[config.mk]
export PLATFORM = sky130hd
export DESIGN_NAME = stereo_pink_noise_generator_flat
export DESIGN_NICKNAME = d
export VERILOG_FILES = /design/src/hdl/spn_pkg.sv /design/src/hdl/spn_ifs.sv /design/src/hdl/spn_mul.sv /design/src/hdl/spn_chan.sv /design/src/hdl/spn_seq.sv /design/src/hdl/stereo_pink_noise_generator.sv /design/src/flat_wrapper.sv
export SDC_FILE = /design/constraint.sdc
export NUM_CORES = 2
export LEC_CHECK = 0
export ABC_AREA = 0
export BUFFER_PORTS_ARGS = -buffer_cell sky130_fd_sc_hd__buf_2
export CORE_UTILIZATION = 57
export DETAILED_ROUTE_END_ITERATION = 6
export GPL_ROUTABILITY_DRIVEN = 0
export PLACE_DENSITY = 0.71
export SYNTH_ARGS = -nofsm -noshare
export SYNTH_HDL_FRONTEND = slang
export SYNTH_SLANG_ARGS = --single-unit
[constraint.sdc]
create_clock -name clock -period 19.9 [get_ports clock]
set_input_delay 0.995 -clock clock [delete_from_list [all_inputs] [get_ports clock]]
set_output_delay 0.995 -clock clock [all_outputs]
set_load 0.02 [all_outputs]
[src/hdl/spn_pkg.sv]
package spn_pkg;

   // Fixed geometry of the generator
   localparam int ROWS         = 16;
   localparam int RANDOM_BITS  = 24;
   localparam int SAMPLE_BITS  = 16;
   localparam int ROW_SEL_BITS = (ROWS > 1) ? $clog2(ROWS) : 1;
   localparam int SUM_BITS     = RANDOM_BITS + $clog2(ROWS + 1);
   localparam int MAG_BITS     = SUM_BITS - 1;

   // Congruential generator
   localparam int LCG_BITS = 32;
   localparam logic [LCG_BITS-1:0] LCG_MUL = 32'd196314165;
   localparam logic [LCG_BITS-1:0] LCG_ADD = 32'd907633515;

   // Shared multiplier
   localparam int MUL_BITS  = 32;
   localparam int PROD_BITS = 2 * MUL_BITS;

   // Scaling: |v| * volume * SMP_MAX / ((ROWS+1) * 2^(RANDOM_BITS+13))
   localparam int VOL_BITS    = 16;
   localparam int PV_BITS     = MAG_BITS + VOL_BITS;
   localparam int SCALED_BITS = PV_BITS + SAMPLE_BITS - 1;
   localparam int DIV_SHIFT   = RANDOM_BITS + 13;
   localparam int T_BITS      = SCALED_BITS - DIV_SHIFT;
   localparam int Q_BITS      = T_BITS;
   localparam int RECIP_SHIFT = 30;
   localparam logic [MUL_BITS-1:0] RECIP =
      MUL_BITS'(((64'd1 << RECIP_SHIFT) + ROWS) / (ROWS + 1));
   localparam logic [MAG_BITS-1:0] MAG_LIMIT =
      MAG_BITS'((64'd1 * (ROWS + 1)) << (RANDOM_BITS - 1));

   // Magnitude and sample limits
   localparam int CAP_BITS = SAMPLE_BITS + 1;
   localparam logic [CAP_BITS-1:0] MAG_CAP   = CAP_BITS'(64'd1 << SAMPLE_BITS);
   localparam logic [CAP_BITS-1:0] POS_LIMIT =
      CAP_BITS'((64'd1 << (SAMPLE_BITS - 1)) - 1);
   localparam logic [CAP_BITS-1:0] NEG_LIMIT = CAP_BITS'(64'd1 << (SAMPLE_BITS - 1));
   localparam logic signed [SAMPLE_BITS-1:0] SMP_MAX = {1'b0, {(SAMPLE_BITS-1){1'b1}}};
   localparam logic signed [SAMPLE_BITS-1:0] SMP_MIN = {1'b1, {(SAMPLE_BITS-1){1'b0}}};

   // Register file
   localparam int CSR_ADDR_BITS = 4;
   localparam int CSR_DATA_BITS = 32;
   localparam int MODE_BITS     = 2;
   localparam logic [1:0] REG_SEED   = 2'd0;
   localparam logic [1:0] REG_VOLUME = 2'd1;
   localparam logic [1:0] REG_MODE   = 2'd2;
   localparam logic [VOL_BITS-1:0]  VOLUME_RESET = 16'd32768;
   localparam logic [MODE_BITS-1:0] MODE_MONO    = 2'd0;
   localparam logic [MODE_BITS-1:0] MODE_INVERT  = 2'd1;
   localparam logic [MODE_BITS-1:0] MODE_INDEP   = 2'd2;

   typedef enum logic [3:0] {
      S_IDLE,
      S_IDX,
      S_ROW_MUL,
      S_ROW_ADD,
      S_ROW_UPD,
      S_WHT_MUL,
      S_WHT_ADD,
      S_VAL,
      S_ABS,
      S_SC_MUL,
      S_SC_SHF,
      S_DIV_MUL,
      S_DIV_END,
      S_OUT
   } seq_state_type;

   typedef enum logic [1:0] {
      OPS_NONE,
      OPS_LCG,
      OPS_SCALE,
      OPS_RECIP
   } mul_sel_type;

   // Commands from the sequencer to one channel's state
   typedef struct packed {
      logic bump;   // advance index, remove the selected row from the sum
      logic store;  // write the fresh draw into the row, add it to the sum
   } chan_cmd_type;

   typedef struct packed {
      mul_sel_type  mul_sel;
      chan_cmd_type cmd;
      logic         lcg_step;
      logic         take_val;
      logic         take_abs;
      logic         take_t;
      logic         take_res;
      logic         take_out;
   } seq_ctrl_type;

   function automatic logic signed [SUM_BITS-1:0] widen_draw(
      input logic signed [RANDOM_BITS-1:0] d);
      return {{(SUM_BITS-RANDOM_BITS){d[RANDOM_BITS-1]}}, d};
   endfunction

endpackage

[src/hdl/spn_ifs.sv]
// Request channel: one tick per transaction
interface spn_req_if import spn_pkg::*; ();
   logic valid;
   logic ready;
   logic tick;

   modport source (output valid, output tick, input ready);
   modport sink   (input valid, input tick, output ready);
endinterface

// Response channel: one stereo sample per transaction
interface spn_rsp_if import spn_pkg::*; ();
   logic                          valid;
   logic                          ready;
   logic signed [SAMPLE_BITS-1:0] left_sample;
   logic signed [SAMPLE_BITS-1:0] right_sample;
   logic                          clipped;

   modport source (output valid, output left_sample, output right_sample,
                   output clipped, input ready);
   modport sink   (input valid, input left_sample, input right_sample,
                   input clipped, output ready);
endinterface

[src/hdl/spn_mul.sv]
module spn_mul import spn_pkg::*; (
   input  logic                 clock,
   input  logic [MUL_BITS-1:0]  a,
   input  logic [MUL_BITS-1:0]  b,
   output logic [PROD_BITS-1:0] prod
);

   logic [PROD_BITS-1:0] prod_ff;
   logic [PROD_BITS-1:0] prod_in;

   // Unsigned product, registered
   assign prod_in = PROD_BITS'(a) * PROD_BITS'(b);

   always_ff @(posedge clock) begin
      prod_ff <= prod_in;
   end

   assign prod = prod_ff;

endmodule

[src/hdl/spn_chan.sv]
module spn_chan import spn_pkg::*; (
   input  logic                          clock,
   input  logic                          reset,
   input  chan_cmd_type                  cmd,
   input  logic signed [RANDOM_BITS-1:0] draw,
   output logic signed [SUM_BITS-1:0]    sum,
   output logic                          idx_full
);

   logic [ROWS-1:0]                idx_ff, idx_in;
   logic [ROW_SEL_BITS-1:0]        sel_ff, sel_in;
   logic signed [RANDOM_BITS-1:0]  rows_ff [ROWS];
   logic signed [SUM_BITS-1:0]     sum_ff, sum_in;

   // Trailing zero count, capped at the last row
   function automatic logic [ROW_SEL_BITS-1:0] low_zeros(input logic [ROWS-1:0] v);
      logic [ROW_SEL_BITS-1:0] z;
      logic                    found;
      z     = '0;
      found = 1'b0;
      for (int i = 0; i < ROWS - 1; i++) begin
         if (!found) begin
            if (v[i]) begin
               found = 1'b1;
            end else begin
               z = z + ROW_SEL_BITS'(1);
            end
         end
      end
      return z;
   endfunction

   assign idx_in   = idx_ff + ROWS'(1);
   assign sel_in   = low_zeros(idx_in);
   assign idx_full = &idx_ff;

   // Running sum: drop the old row on bump, add the new draw on store
   always_comb begin
      sum_in = sum_ff;
      if (cmd.bump && !idx_full) begin
         sum_in = sum_ff - widen_draw(rows_ff[sel_in]);
      end else if (cmd.store) begin
         sum_in = sum_ff + widen_draw(draw);
      end
   end

   always_ff @(posedge clock) begin
      if (reset) begin
         idx_ff <= '0;
         sel_ff <= '0;
         sum_ff <= '0;
         for (int i = 0; i < ROWS; i++) begin
            rows_ff[i] <= '0;
         end
      end else begin
         if (cmd.bump) begin
            idx_ff <= idx_in;
            sel_ff <= sel_in;
         end
         sum_ff <= sum_in;
         if (cmd.store) begin
            rows_ff[sel_ff] <= draw;
         end
      end
   end

   assign sum = sum_ff;

   // A wrapping index replaces no row, so the sum holds
   a_wrap_keeps_sum: assert property (@(posedge clock) disable iff (reset)
      cmd.bump && idx_full |=> idx_ff == '0 && sum_ff == $past(sum_ff))
      else $error("index wrap changed the running sum");

endmodule

[src/hdl/spn_seq.sv]
module spn_seq import spn_pkg::*; (
   input  logic                          clock,
   input  logic                          reset,
   spn_req_if.sink                       req_chan,
   spn_rsp_if.source                     rsp_chan,
   input  logic                          seed_load,
   input  logic [LCG_BITS-1:0]           seed_value,
   input  logic [VOL_BITS-1:0]           volume,
   input  logic [MODE_BITS-1:0]          mode,
   output chan_cmd_type                  left_cmd,
   output chan_cmd_type                  right_cmd,
   output logic signed [RANDOM_BITS-1:0] draw,
   input  logic signed [SUM_BITS-1:0]    left_sum,
   input  logic signed [SUM_BITS-1:0]    right_sum,
   input  logic                          left_full,
   input  logic                          right_full,
   output logic [MUL_BITS-1:0]           mul_a,
   output logic [MUL_BITS-1:0]           mul_b,
   input  logic [PROD_BITS-1:0]          prod
);

   seq_state_type state_ff, state_in;
   seq_ctrl_type  ctrl;

   logic [LCG_BITS-1:0]           lcg_ff, lcg_in;
   logic                          ch_ff, ch_in;
   logic signed [SUM_BITS-1:0]    val_ff, val_in, val_neg;
   logic                          neg_ff, neg_in;
   logic [MAG_BITS-1:0]           mag_ff, mag_in;
   logic [T_BITS-1:0]             t_ff, t_in;
   logic [CAP_BITS-1:0]           res_mag_ff [2];
   logic [CAP_BITS-1:0]           res_mag_in;
   logic                          res_neg_ff [2];
   logic                          res_neg_in;
   logic signed [SAMPLE_BITS-1:0] left_ff, left_in, right_ff, right_in;
   logic                          clip_ff, clip_in;
   logic                          rsp_valid_ff, rsp_valid_in;

   logic                          accept;
   logic                          indep;
   logic signed [SUM_BITS-1:0]    sum_sel;
   logic                          full_sel;
   logic [PV_BITS-1:0]            pv;
   logic [SCALED_BITS-1:0]        scaled;
   logic [Q_BITS-1:0]             quo;
   logic [CAP_BITS-1:0]           r_mag;
   logic                          r_neg;
   logic [SAMPLE_BITS:0]          left_sat, right_sat;

   // Saturate a sign and magnitude to a sample; top bit flags clipping
   function automatic logic [SAMPLE_BITS:0] clamp(input logic neg,
                                                  input logic [CAP_BITS-1:0] mag);
      logic [CAP_BITS-1:0] m;
      logic [CAP_BITS-1:0] n;
      logic                c;
      m = mag;
      c = 1'b0;
      if (neg) begin
         if (mag > NEG_LIMIT) begin
            c = 1'b1;
            m = NEG_LIMIT;
         end
         n = '0 - m;
      end else begin
         if (mag > POS_LIMIT) begin
            c = 1'b1;
            m = POS_LIMIT;
         end
         n = m;
      end
      return {c, n[SAMPLE_BITS-1:0]};
   endfunction

   assign accept   = req_chan.valid && req_chan.ready;
   assign indep    = mode[1];
   assign sum_sel  = ch_ff ? right_sum : left_sum;
   assign full_sel = ch_ff ? right_full : left_full;
   assign draw     = $signed(lcg_ff[LCG_BITS-1 -: RANDOM_BITS]);

   // Next state
   always_comb begin
      state_in = state_ff;
      case (state_ff)
         S_IDLE: begin
            if (accept && req_chan.tick) begin
               state_in = S_IDX;
            end
         end
         S_IDX:     state_in = full_sel ? S_WHT_MUL : S_ROW_MUL;
         S_ROW_MUL: state_in = S_ROW_ADD;
         S_ROW_ADD: state_in = S_ROW_UPD;
         S_ROW_UPD: state_in = S_WHT_MUL;
         S_WHT_MUL: state_in = S_WHT_ADD;
         S_WHT_ADD: state_in = S_VAL;
         S_VAL:     state_in = S_ABS;
         S_ABS:     state_in = S_SC_MUL;
         S_SC_MUL:  state_in = S_SC_SHF;
         S_SC_SHF:  state_in = S_DIV_MUL;
         S_DIV_MUL: state_in = S_DIV_END;
         S_DIV_END: state_in = (!ch_ff && indep) ? S_IDX : S_OUT;
         S_OUT: begin
            if (!rsp_valid_ff || rsp_chan.ready) begin
               state_in = S_IDLE;
            end
         end
         default:   state_in = S_IDLE;
      endcase
   end

   // Control outputs per state
   always_comb begin
      ctrl = '0;
      ctrl.mul_sel = OPS_NONE;
      case (state_ff)
         S_IDX:     ctrl.cmd.bump = 1'b1;
         S_ROW_MUL: ctrl.mul_sel  = OPS_LCG;
         S_ROW_ADD: ctrl.lcg_step = 1'b1;
         S_ROW_UPD: ctrl.cmd.store = 1'b1;
         S_WHT_MUL: ctrl.mul_sel  = OPS_LCG;
         S_WHT_ADD: ctrl.lcg_step = 1'b1;
         S_VAL:     ctrl.take_val = 1'b1;
         S_ABS:     ctrl.take_abs = 1'b1;
         S_SC_MUL:  ctrl.mul_sel  = OPS_SCALE;
         S_SC_SHF:  ctrl.take_t   = 1'b1;
         S_DIV_MUL: ctrl.mul_sel  = OPS_RECIP;
         S_DIV_END: ctrl.take_res = 1'b1;
         S_OUT:     ctrl.take_out = !rsp_valid_ff || rsp_chan.ready;
         default:   ctrl = '0;
      endcase
   end

   assign req_chan.ready = (state_ff == S_IDLE);
   assign left_cmd  = ch_ff ? chan_cmd_type'('0) : ctrl.cmd;
   assign right_cmd = ch_ff ? ctrl.cmd : chan_cmd_type'('0);

   // Operand select for the shared multiplier
   always_comb begin
      case (ctrl.mul_sel)
         OPS_LCG: begin
            mul_a = lcg_ff;
            mul_b = LCG_MUL;
         end
         OPS_SCALE: begin
            mul_a = MUL_BITS'(mag_ff);
            mul_b = MUL_BITS'(volume);
         end
         OPS_RECIP: begin
            mul_a = MUL_BITS'(t_ff);
            mul_b = RECIP;
         end
         default: begin
            mul_a = '0;
            mul_b = '0;
         end
      endcase
   end

   // Value, magnitude, scaling and quotient datapath
   assign val_neg = -val_ff;
   assign pv      = prod[PV_BITS-1:0];
   assign scaled  = {pv, {(SAMPLE_BITS-1){1'b0}}} - {{(SAMPLE_BITS-1){1'b0}}, pv};
   assign quo     = prod[RECIP_SHIFT +: Q_BITS];

   always_comb begin
      lcg_in = lcg_ff;
      if (seed_load) begin
         lcg_in = seed_value;
      end else if (ctrl.lcg_step) begin
         lcg_in = prod[LCG_BITS-1:0] + LCG_ADD;
      end
   end

   always_comb begin
      ch_in = ch_ff;
      if (state_ff == S_IDLE) begin
         ch_in = 1'b0;
      end else if (ctrl.take_res && !ch_ff && indep) begin
         ch_in = 1'b1;
      end
   end

   assign val_in = ctrl.take_val ? (sum_sel + widen_draw(draw)) : val_ff;
   assign neg_in = ctrl.take_abs ? val_ff[SUM_BITS-1] : neg_ff;
   always_comb begin
      mag_in = mag_ff;
      if (ctrl.take_abs) begin
         mag_in = val_ff[SUM_BITS-1] ? val_neg[MAG_BITS-1:0] : val_ff[MAG_BITS-1:0];
      end
   end
   assign t_in = ctrl.take_t ? scaled[SCALED_BITS-1 -: T_BITS] : t_ff;

   // Channel magnitude capped at MAG_CAP, 2^SAMPLE_BITS
   assign res_mag_in = (quo > Q_BITS'(MAG_CAP)) ? MAG_CAP : quo[CAP_BITS-1:0];
   assign res_neg_in = neg_ff && (quo != '0);

   // Right sample per stereo mode
   always_comb begin
      case (mode)
         MODE_MONO: begin
            r_mag = res_mag_ff[0];
            r_neg = res_neg_ff[0];
         end
         MODE_INVERT: begin
            r_mag = res_mag_ff[0];
            r_neg = !res_neg_ff[0] && (res_mag_ff[0] != '0);
         end
         default: begin
            r_mag = res_mag_ff[1];
            r_neg = res_neg_ff[1];
         end
      endcase
   end

   assign left_sat  = clamp(res_neg_ff[0], res_mag_ff[0]);
   assign right_sat = clamp(r_neg, r_mag);

   always_comb begin
      left_in      = left_ff;
      right_in     = right_ff;
      clip_in      = clip_ff;
      rsp_valid_in = rsp_valid_ff;
      if (rsp_valid_ff && rsp_chan.ready) begin
         rsp_valid_in = 1'b0;
      end
      if (ctrl.take_out) begin
         left_in      = $signed(left_sat[SAMPLE_BITS-1:0]);
         right_in     = $signed(right_sat[SAMPLE_BITS-1:0]);
         clip_in      = left_sat[SAMPLE_BITS] || right_sat[SAMPLE_BITS];
         rsp_valid_in = 1'b1;
      end
   end

   // Control registers
   always_ff @(posedge clock) begin
      if (reset) begin
         state_ff     <= S_IDLE;
         ch_ff        <= 1'b0;
         lcg_ff       <= '0;
         rsp_valid_ff <= 1'b0;
      end else begin
         state_ff     <= state_in;
         ch_ff        <= ch_in;
         lcg_ff       <= lcg_in;
         rsp_valid_ff <= rsp_valid_in;
      end
   end

   // Datapath registers
   always_ff @(posedge clock) begin
      val_ff   <= val_in;
      neg_ff   <= neg_in;
      mag_ff   <= mag_in;
      t_ff     <= t_in;
      left_ff  <= left_in;
      right_ff <= right_in;
      clip_ff  <= clip_in;
      if (ctrl.take_res) begin
         res_mag_ff[ch_ff] <= res_mag_in;
         res_neg_ff[ch_ff] <= res_neg_in;
      end
   end

   assign rsp_chan.valid        = rsp_valid_ff;
   assign rsp_chan.left_sample  = left_ff;
   assign rsp_chan.right_sample = right_ff;
   assign rsp_chan.clipped      = clip_ff;

   a_tick_starts_left: assert property (@(posedge clock) disable iff (reset)
      accept && req_chan.tick |=> state_ff == S_IDX && !ch_ff)
      else $error("tick did not start the left channel");

   a_mag_in_range: assert property (@(posedge clock) disable iff (reset)
      state_ff == S_SC_MUL |-> mag_ff <= MAG_LIMIT)
      else $error("channel magnitude beyond the sum of all rows");

   a_res_capped: assert property (@(posedge clock) disable iff (reset)
      state_ff == S_DIV_END |=> res_mag_ff[$past(ch_ff)] <= MAG_CAP)
      else $error("scaled magnitude not capped");

   a_clip_at_rail: assert property (@(posedge clock) disable iff (reset)
      rsp_valid_ff && clip_ff |-> left_ff == SMP_MAX || left_ff == SMP_MIN ||
                                  right_ff == SMP_MAX || right_ff == SMP_MIN)
      else $error("clip flagged without a sample at a rail");

endmodule

[src/hdl/stereo_pink_noise_generator.sv]
// Sequence: an accepted tick runs one channel pass in mono or inverted mode and a left
//   then right pass in independent mode; a channel whose index wraps skips the row update.
// One transaction at a time: a new tick is taken only once idle; the sequencer shares one
//   registered 32x32 multiplier between the generator draws, gain and division by 17.
// Reset: synchronous; index, rows and sums clear, generator loads seed 0, volume
//   32768, independent stereo mode. A tick of zero is taken and gives no response.
module stereo_pink_noise_generator import spn_pkg::*; (
   input  logic                     clock,
   input  logic                     reset,
   spn_req_if.sink                  req_chan,
   spn_rsp_if.source                rsp_chan,
   input  logic                     csr_psel,
   input  logic                     csr_penable,
   input  logic                     csr_pwrite,
   input  logic [CSR_ADDR_BITS-1:0] csr_paddr,
   input  logic [CSR_DATA_BITS-1:0] csr_pwdata,
   output logic [CSR_DATA_BITS-1:0] csr_prdata,
   output logic                     csr_pready
);

   logic [LCG_BITS-1:0]  seed_ff, seed_in;
   logic [VOL_BITS-1:0]  volume_ff, volume_in;
   logic [MODE_BITS-1:0] mode_ff, mode_in;
   logic                 csr_write;
   logic [1:0]           csr_index;
   logic                 seed_load;

   chan_cmd_type                  left_cmd, right_cmd;
   logic signed [RANDOM_BITS-1:0] draw;
   logic signed [SUM_BITS-1:0]    left_sum, right_sum;
   logic                          left_full, right_full;
   logic [MUL_BITS-1:0]           mul_a, mul_b;
   logic [PROD_BITS-1:0]          prod;

   // Register file
   assign csr_pready = 1'b1;
   assign csr_write  = csr_psel && csr_penable && csr_pwrite && csr_pready;
   assign csr_index  = csr_paddr[CSR_ADDR_BITS-1:2];
   assign seed_load  = csr_write && (csr_index == REG_SEED);

   always_comb begin
      seed_in   = seed_ff;
      volume_in = volume_ff;
      mode_in   = mode_ff;
      if (csr_write) begin
         case (csr_index)
            REG_SEED:   seed_in   = csr_pwdata[LCG_BITS-1:0];
            REG_VOLUME: volume_in = csr_pwdata[VOL_BITS-1:0];
            REG_MODE:   mode_in   = csr_pwdata[MODE_BITS-1:0];
            default:    seed_in   = seed_ff;
         endcase
      end
   end

   always_ff @(posedge clock) begin
      if (reset) begin
         seed_ff   <= '0;
         volume_ff <= VOLUME_RESET;
         mode_ff   <= MODE_INDEP;
      end else begin
         seed_ff   <= seed_in;
         volume_ff <= volume_in;
         mode_ff   <= mode_in;
      end
   end

   always_comb begin
      case (csr_index)
         REG_SEED:   csr_prdata = CSR_DATA_BITS'(seed_ff);
         REG_VOLUME: csr_prdata = CSR_DATA_BITS'(volume_ff);
         REG_MODE:   csr_prdata = CSR_DATA_BITS'(mode_ff);
         default:    csr_prdata = '0;
      endcase
   end

   // Shared multiplier
   spn_mul u_mul (
      .clock (clock),
      .a     (mul_a),
      .b     (mul_b),
      .prod  (prod)
   );

   // Per-channel row state
   spn_chan u_left (
      .clock    (clock),
      .reset    (reset),
      .cmd      (left_cmd),
      .draw     (draw),
      .sum      (left_sum),
      .idx_full (left_full)
   );

   spn_chan u_right (
      .clock    (clock),
      .reset    (reset),
      .cmd      (right_cmd),
      .draw     (draw),
      .sum      (right_sum),
      .idx_full (right_full)
   );

   // Sequencer and output register
   spn_seq u_seq (
      .clock      (clock),
      .reset      (reset),
      .req_chan   (req_chan),
      .rsp_chan   (rsp_chan),
      .seed_load  (seed_load),
      .seed_value (csr_pwdata[LCG_BITS-1:0]),
      .volume     (volume_ff),
      .mode       (mode_ff),
      .left_cmd   (left_cmd),
      .right_cmd  (right_cmd),
      .draw       (draw),
      .left_sum   (left_sum),
      .right_sum  (right_sum),
      .left_full  (left_full),
      .right_full (right_full),
      .mul_a      (mul_a),
      .mul_b      (mul_b),
      .prod       (prod)
   );

endmodule
[src/flat_wrapper.sv]
// flat-port wrapper written by rule: the top's interface ports become plain ports
module stereo_pink_noise_generator_flat import spn_pkg::*;
  (clock, reset, csr_psel, csr_penable, csr_pwrite, csr_paddr, csr_pwdata, csr_prdata, csr_pready, req_chan_valid, req_chan_tick, req_chan_ready, rsp_chan_valid, rsp_chan_left_sample, rsp_chan_right_sample, rsp_chan_clipped, rsp_chan_ready);
  spn_req_if req_chan_i ();
  spn_rsp_if rsp_chan_i ();
  input  logic clock;
  input  logic reset;
  input  logic csr_psel;
  input  logic csr_penable;
  input  logic csr_pwrite;
  input  logic [CSR_ADDR_BITS-1:0] csr_paddr;
  input  logic [CSR_DATA_BITS-1:0] csr_pwdata;
  output logic [CSR_DATA_BITS-1:0] csr_prdata;
  output logic csr_pready;
  input wire logic [$bits(req_chan_i.valid)-1:0] req_chan_valid;
  input wire logic [$bits(req_chan_i.tick)-1:0] req_chan_tick;
  output wire logic [$bits(req_chan_i.ready)-1:0] req_chan_ready;
  output wire logic [$bits(rsp_chan_i.valid)-1:0] rsp_chan_valid;
  output wire logic [$bits(rsp_chan_i.left_sample)-1:0] rsp_chan_left_sample;
  output wire logic [$bits(rsp_chan_i.right_sample)-1:0] rsp_chan_right_sample;
  output wire logic [$bits(rsp_chan_i.clipped)-1:0] rsp_chan_clipped;
  input wire logic [$bits(rsp_chan_i.ready)-1:0] rsp_chan_ready;
  assign req_chan_i.valid = req_chan_valid;
  assign req_chan_i.tick = req_chan_tick;
  assign req_chan_ready = req_chan_i.ready;
  assign rsp_chan_valid = rsp_chan_i.valid;
  assign rsp_chan_left_sample = rsp_chan_i.left_sample;
  assign rsp_chan_right_sample = rsp_chan_i.right_sample;
  assign rsp_chan_clipped = rsp_chan_i.clipped;
  assign rsp_chan_i.ready = rsp_chan_ready;
  stereo_pink_noise_generator u_core (.clock(clock), .reset(reset), .req_chan(req_chan_i), .rsp_chan(rsp_chan_i), .csr_psel(csr_psel), .csr_penable(csr_penable), .csr_pwrite(csr_pwrite), .csr_paddr(csr_paddr), .csr_pwdata(csr_pwdata), .csr_prdata(csr_prdata), .csr_pready(csr_pready));
endmodule
# Word level (Yosys, flattened, before mapping)
# Memory sizes are Yosys's and may differ from the RTL's.
# Cells that the tools add are included.
[word_totals]
mem_bits_rw = 804
word_cells = 308
register_bits = 351
inputBits = 44
output_inout_bits = 68
n_memories = 4
[mem_list]
columns = ["name", "depth", "width", "rd", "rd_ports_with_merged_regs", "wr", "line", "text"]
rows = [
  ["u_core.u_left.rows_ff", 16, 24, 1, 0, 16, "spn_chan.sv:12", "logic signed [RANDOM_BITS-1:0] rows_ff [ROWS];"],
  ["u_core.u_right.rows_ff", 16, 24, 1, 0, 16, "spn_chan.sv:12", ""],
  ["u_core.u_seq.res_mag_ff", 2, 17, 2, 0, 1, "spn_seq.sv:31", "logic [CAP_BITS-1:0] res_mag_ff [2];"],
  ["u_core.u_seq.res_neg_ff", 2, 1, 2, 0, 1, "spn_seq.sv:33", "logic res_neg_ff [2];"],
]
[op_classes]
n_addsub = 40
reduce_logical = 41
muxes = 175
eq_ne = 21
mul = 1
n_lt_le_gt_ge = 5
[ops]
columns = ["cell", "n"]
rows = [
  ["$mux 4", 61],
  ["$pmux 32 s3", 2],
  ["$mux 29", 5],
  ["$mux 16", 8],
  ["$add 4x1->4 const B", 28],
  ["$add 29x24->29", 3],
  ["$mux 1", 85],
  ["$pmux 28 s3", 1],
  ["$mux 32", 2],
  ["$sub 59x44->59", 1],
  ["$sub 29x24->29", 2],
  ["$pmux 4 s14", 1],
  ["$mul 32x28->52", 1],
  ["$mux 24", 2],
  ["$reduce_or 24->1", 2],
  ["$gt 17x15->1 const B", 2],
  ["$gt 17x16->1 const B", 2],
  ["$mux 17", 2],
  ["$add 16x1->16 const B", 2],
  ["$add 32x30->32 const B", 1],
  ["$reduce_and 16->1", 2],
  ["$sub 1x16->16 const A", 2],
  ["$mux 28", 1],
  ["$neg 28->28", 1],
  ["23 further kinds", 64],
]

# Longest topological paths before layout
# An unclocked memory read counts as a cell.
[logic_depth]
word_depth = 47
ltp_mapped = 67
depth_no_buf = 65

# By module
# Synthesis repeated with hierarchy kept, for this count alone.
[unflattened]
hier_cells = 9478
area_unflattened_um2 = 96722.8
[modules_own_cells]
columns = ["module", "n_inst", "cells_per_inst", "area_each_um2", "seq_area_each_um2"]
rows = [
  ["spn_mul", 1, 3721, 34371.7, 1281.2],
  ["spn_chan (u_core.u_left)", 1, 2178, 23608.9, 12512.0],
  ["spn_chan (u_core.u_right)", 1, 1863, 22879.4, 12512.0],
  ["spn_seq", 1, 1455, 13304.0, 5235.0],
  ["stereo_pink_noise_generator", 1, 261, 2558.7, 1001.0],
]

# Worst setup path after synthesis
# Ideal clock, no wire load.
[synth_path]
path_type = "flip-flop to flip-flop"
from = "register u_core.u_right.idx_ff[0]"
to = "register u_core.u_right.sum_ff[28], in the netlist u_core.u_right.sum[28]"
t_arrival_ns = 12.804
n_path_buf = 3
setup_time_ns = 0.123
stages_incl_launch_ff = 65
synth_period_minus_slack_ns = 12.927
t_required_ns = 19.777
setup_slack_ns = 6.973
cell_sequence = "dfxtp_1 -> ha_1 -> buf_2 -> mux2i_1 -> inv_1 -> ha_1 -> o21a_1 -> ha_1 -> nand2b_1 -> a21oi_1 -> o31a_1 -> ha_1 -> mux2_2 -> o21a_1 -> ha_1 -> nand2_1 -> nand2_1 -> ha_1 -> (+29 left out) -> a211oi_1 -> a21oi_1 -> fa_1 -> a21o_1 -> a21oi_1 -> o21bai_1 -> a21oi_1 -> o211ai_1 -> a21oi_1 -> o21ai_0 -> nand3_1 -> nand2_1 -> a21o_1 -> a31o_2 -> a21oi_1 -> xnor2_1 -> o22ai_1 -> mux2_1"
[synth_via]
elab_chain_cells = 47
elab_cells_between_ends = 78
classes_between = "add/sub (16); mux (57); reduce/logical (4); memory (1)"
[synth_rtl]
columns = ["element", "line", "text"]
rows = [
  ["start: declaration", "spn_chan.sv:10", "logic [ROWS-1:0] idx_ff, idx_in;"],
  ["start signal: assignment", "spn_chan.sv:57", "idx_ff <= idx_in;"],
  ["$add 16x1->16", "spn_chan.sv:33", "assign idx_in = idx_ff + ROWS'(1);"],
  ["$mux 1", "spn_chan.sv:23", "if (v[i]) begin"],
  ["$add 4x1->4", "spn_chan.sv:26", "z = z + ROW_SEL_BITS'(1);"],
  ["$mux 4", "spn_chan.sv:23", ""],
  ["$mux 4", "spn_chan.sv:22", "if (!found) begin"],
  ["$add 4x1->4", "spn_chan.sv:26", ""],
  ["$mux 4", "spn_chan.sv:23", ""],
  ["$mux 4", "spn_chan.sv:22", ""],
  ["(+31 left out)", "-", ""],
  ["$mux 4", "spn_chan.sv:23", ""],
  ["$mux 4", "spn_chan.sv:22", ""],
  ["$add 4x1->4", "spn_chan.sv:26", ""],
  ["$mux 4", "spn_chan.sv:23", ""],
  ["$mux 4", "spn_chan.sv:22", ""],
  ["$mem_v2 16x24", "-", ""],
  ["$sub 29x24->29", "spn_chan.sv:41", "sum_in = sum_ff - widen_draw(rows_ff[sel_in]);"],
  ["$mux 29", "spn_chan.sv:40", "if (cmd.bump && !idx_full) begin"],
  ["end signal: assignment", "spn_chan.sv:60", "sum_ff <= sum_in;"],
  ["end: declaration", "spn_chan.sv:13", "logic signed [SUM_BITS-1:0] sum_ff, sum_in;"],
]
# Several ways; a longest one is shown, not always the timed one.
# A chain may end at the register's enable or synchronous reset.

# Worst setup path in the final report
# Ends and elaborated chain as after synthesis.

==> key figures <==
Final layout
  • Share of layout cells above drive strength 1: just under 9%
  • Syn-to-layout area delta: 8.11%
  • Nets: 9,149
  • Fin util: 62.1%
  • Design area: 0.0917 sq mm

Synth
  • Largest area contributor in the netlist: edfxtp_1
  • Area fraction of the dominant cell type after synthesis: between 30% and 40%
  • Post-synth ARST share: 0%
  • Mapped Area: ~0.085 sq mm
  • Sequential area share after synthesis: 38.1%
  • Top cells by area, synth: edfxtp_1 (32%), fa_1 (16%), ha_1 (5.9%)
  • Register bit total from synthesis: 1,155
  • Mapped Cells: ~8,000
  • Number of enable flip-flop cells after synthesis: 917
  • Cell variety after synth: between 100 and 150
  • Yosys warns: 0
  • Primary FF master, synth: edfxtp_1
  • Syn avg cell area: 10.4 sq um

Worst setup path
  • Worst Path Required: around 21,000 ps
  • CP endpoint kind: flop
  • CP max FO: a little under 60
  • Worst EP arrival: 16,200 ps
  • Slowest stage delay, CP: 760 ps
  • Most common cell on crit path: ha_1
  • Kind of critical path: flop to flop
  • CP Launch Type: flop
  • Critical path's slowest cell: a211oi_1

Place
  • Placed instance area: between 0.08 and 0.09 sq mm
  • PortBufs: about 110
  • Dpl hpwl: ~170,000 microns

Clock network
  • Maximum level of the CTS H-tree: 3
  • Postcts setup bufs: 0
  • Clk_lat worst skew: a little over 800 ps
  • CTS tree: built
  • CTS-repair resized insts: 0
  • CTS Buffer Depth: 3
  • Reg clk slew, reported paths: 60 ps
  • CTS Hold Bufs: 0
  • Root Buffer: clkbuf_16
  • Clock sink count: 1,155
  • TritonCTS Buffers: about 120

Status
  • Status: finished, violations left
  • Failing checks: DRC

Timing
  • Fin crit share: 78.4%
  • Max Clk Rate: between 0.06 and 0.07 GHz
  • Max_slew headroom: about a fifth
  • Setup TNS: 0 ps
  • Period minus WS final: ~16,000 ps
  • Final setup skew: between 100 and 150 ps
  • Slew @ Worst Pin: roughly 1200 ps
  • Unrepaired setup endpoints after global routing: no
  • Final setup violation count: 0
  • Fin. Hold Viols: 0
  • Final Slew Violations: 0

Global routing
  • Vias in the first global route: between 60,000 and 70,000
  • GRT Resource Usage Total: between 30% and 40%
  • Largest net degree at the start of global routing: 147
  • Initial antenna violation count: 6
  • Global-route wire length before repair: around 370,000 microns
  • Total gr overflow: 0

Route
  • Final ANT Viol Nets: 0
  • Drt pass-1 iters: 7
  • DRC viols: 1
  • Vias/cell: around 6.0
  • 1st-iter DRT viols: 5,608
  • Final WL: 240,000 microns
  • Avg WL per Cell: approximately 24 microns
  • Via count: between 60,000 and 70,000

Die
  • Area of the die: 0.150 sq mm
  • Core footprint: approximately 0.15 sq mm
  • Number of I/O pins: between 100 and 150
  • Starting density of the core: a little under three fifths
  • Std-Cell Rows: 141
  • Die Height: just under 400 microns
  • Chip width: 388 microns

Pwr
  • Leak Pwr: 0.0385 uW
  • Worst vdd ir: 0.0000771 V
  • PwrDens: 82.2 mW/mm^2

Run
  • Max_cap viols: 0

Worst hold path
  • Worst min-delay path category: flop to flop
## placed cells by master (no fill, tap or decap), types with 95 or more instances in the layout
master	netlist	routed
o21ai_0	177	152
nand2_1	836	835
inv_1	895	895
a21oi_1	454	452
nor2_1	335	307
nor2b_1	147	145
dfxtp_1	238	217
and2_1	779	778
buf_2	40	107
nor3_1	169	160
edfxtp_1	917	917
mux4_2	95	95
fa_1	667	667
xnor2_1	215	213
mux2i_1	173	172
a211oi_1	267	267
clkbuf_16	0	122
ha_1	401	401
buf_4	12	122
## per-stage QoR
step	instances	setup slack, ps	total power [uW]	hold slack [ps]
6_report	10100	4300	7540	450
3_3_place_gp	9846	4920	5080	437
4_1_cts	10100	4460	7500	427
2_1_floorplan	8182	6970	4470	432
5_1_grt	10100	3270	7840	467
3_5_place_dp	9846	4580	5140	443
## flip-flops by register name (all words and copies together), names as in the netlist, 16 cells and up
register                            cells
u_core.seed_ff                         32
u_core.u_left.idx_ff                   16
u_core.u_left.rows_ff                 384
u_core.u_left.sum                      29
u_core.u_mul.prod                      52
u_core.u_right.idx_ff                  16
u_core.u_right.rows_ff                384
u_core.u_right.sum                     29
u_core.u_seq.lcg_ff                    32
u_core.u_seq.mag_ff                    28
u_core.u_seq.res_mag_ff                34
u_core.u_seq.rsp_chan.left_sample      16
u_core.u_seq.rsp_chan.right_sample     16
u_core.u_seq.t_ff                      22
u_core.u_seq.val_ff                    29
u_core.volume_ff                       16
## cells in the mapped netlist (17+ instances only)
library cell and instances:
edfxtp_1 917, inv_1 895, nand2_1 836, and2_1 779, fa_1 667, a21oi_1 454, clkbuf_1 414, ha_1 401
nor2_1 335, a211oi_1 267, dfxtp_1 238, xnor2_1 215, o21ai_0 177, mux2i_1 173, nor3_1 169, nor2b_1 147
mux4_2 95, xor2_1 79, nand3_1 78, a21o_1 69, nand2b_1 46, nor4_1 46, nand4_1 44, mux2_2 43
buf_2 40, or3_1 37, o21a_1 35, o211ai_1 33, and3_1 31, buf_1 27, a31oi_1 24, or2_2 24
a211o_1 23, a21boi_0 20, o21bai_1 19, o31ai_1 17
## worst max-delay path: cells and delay by family (launching register included)
kind | cells | cell delay (ps)
flip-flops | 1 | 630
multiplexers | 9 | 2450
adder cells (fa/ha/maj) | 14 | 4460
AO/OA/AOI/OAI | 24 | 5190
XOR/XNOR | 2 | 410
AND/OR/NAND/NOR | 10 | 960
buffers and inverters | 3 | 1270
## where the power goes
group	switching, uW	internal [uW]
clock	999	1380
combinational	1430	851
sequential	136	2740
## cell families (layout without fill, tap and decap cells)
logic type	Yosys count	in the layout	share of synthesized area (%)
simple gates	2650	2650	16.0
buf+inv	1397	1356	6.34
compound gates	1238	1238	9.24
flops	1155	1155	38.1
fa+ha+maj	1068	1068	21.7
mux	318	318	5.28
xor+xnor	308	308	3.39
other cells	2	51	0.00886
## layout make-up
cell class | count | area (sq um)
diodes | 3 | 7.51
flip-flops and latches | 1155 | 32300
well taps | 1930 | 2410
repair buffers | 232 | 1500
inverters | 899 | 3370
clock inverters | 71 | 936
fillers | 11800 | 56000
clock buffers | 154 | 3260
multi-input cells | 5630 | 47800
## worst paths after layout
kind,start,end,slack [ps],cells past startpoint
max,u_core.u_right.idx_ff[0]$_SDFFE_PP0P_,u_core.u_right.sum[28]$_SDFFE_PP0P_,4300,62
max reg2reg,u_core.u_right.idx_ff[0]$_SDFFE_PP0P_,u_core.u_right.sum[28]$_SDFFE_PP0P_,4300,62
min,u_core.seed_ff[27]$_SDFFE_PP0P_,u_core.seed_ff[27]$_SDFFE_PP0P_,450,2
min reg2reg,u_core.seed_ff[27]$_SDFFE_PP0P_,u_core.seed_ff[27]$_SDFFE_PP0P_,450,2
## layer usage
layer | GRT usage [%] | part of all wire, %
met1 | 41.1 | 38
met2 | 52.6 | 47
met3 | 5.60 | 8.6
met5 | 0 | 0
met4 | 15.6 | 5.5
(Power assumes the default switching activity.)
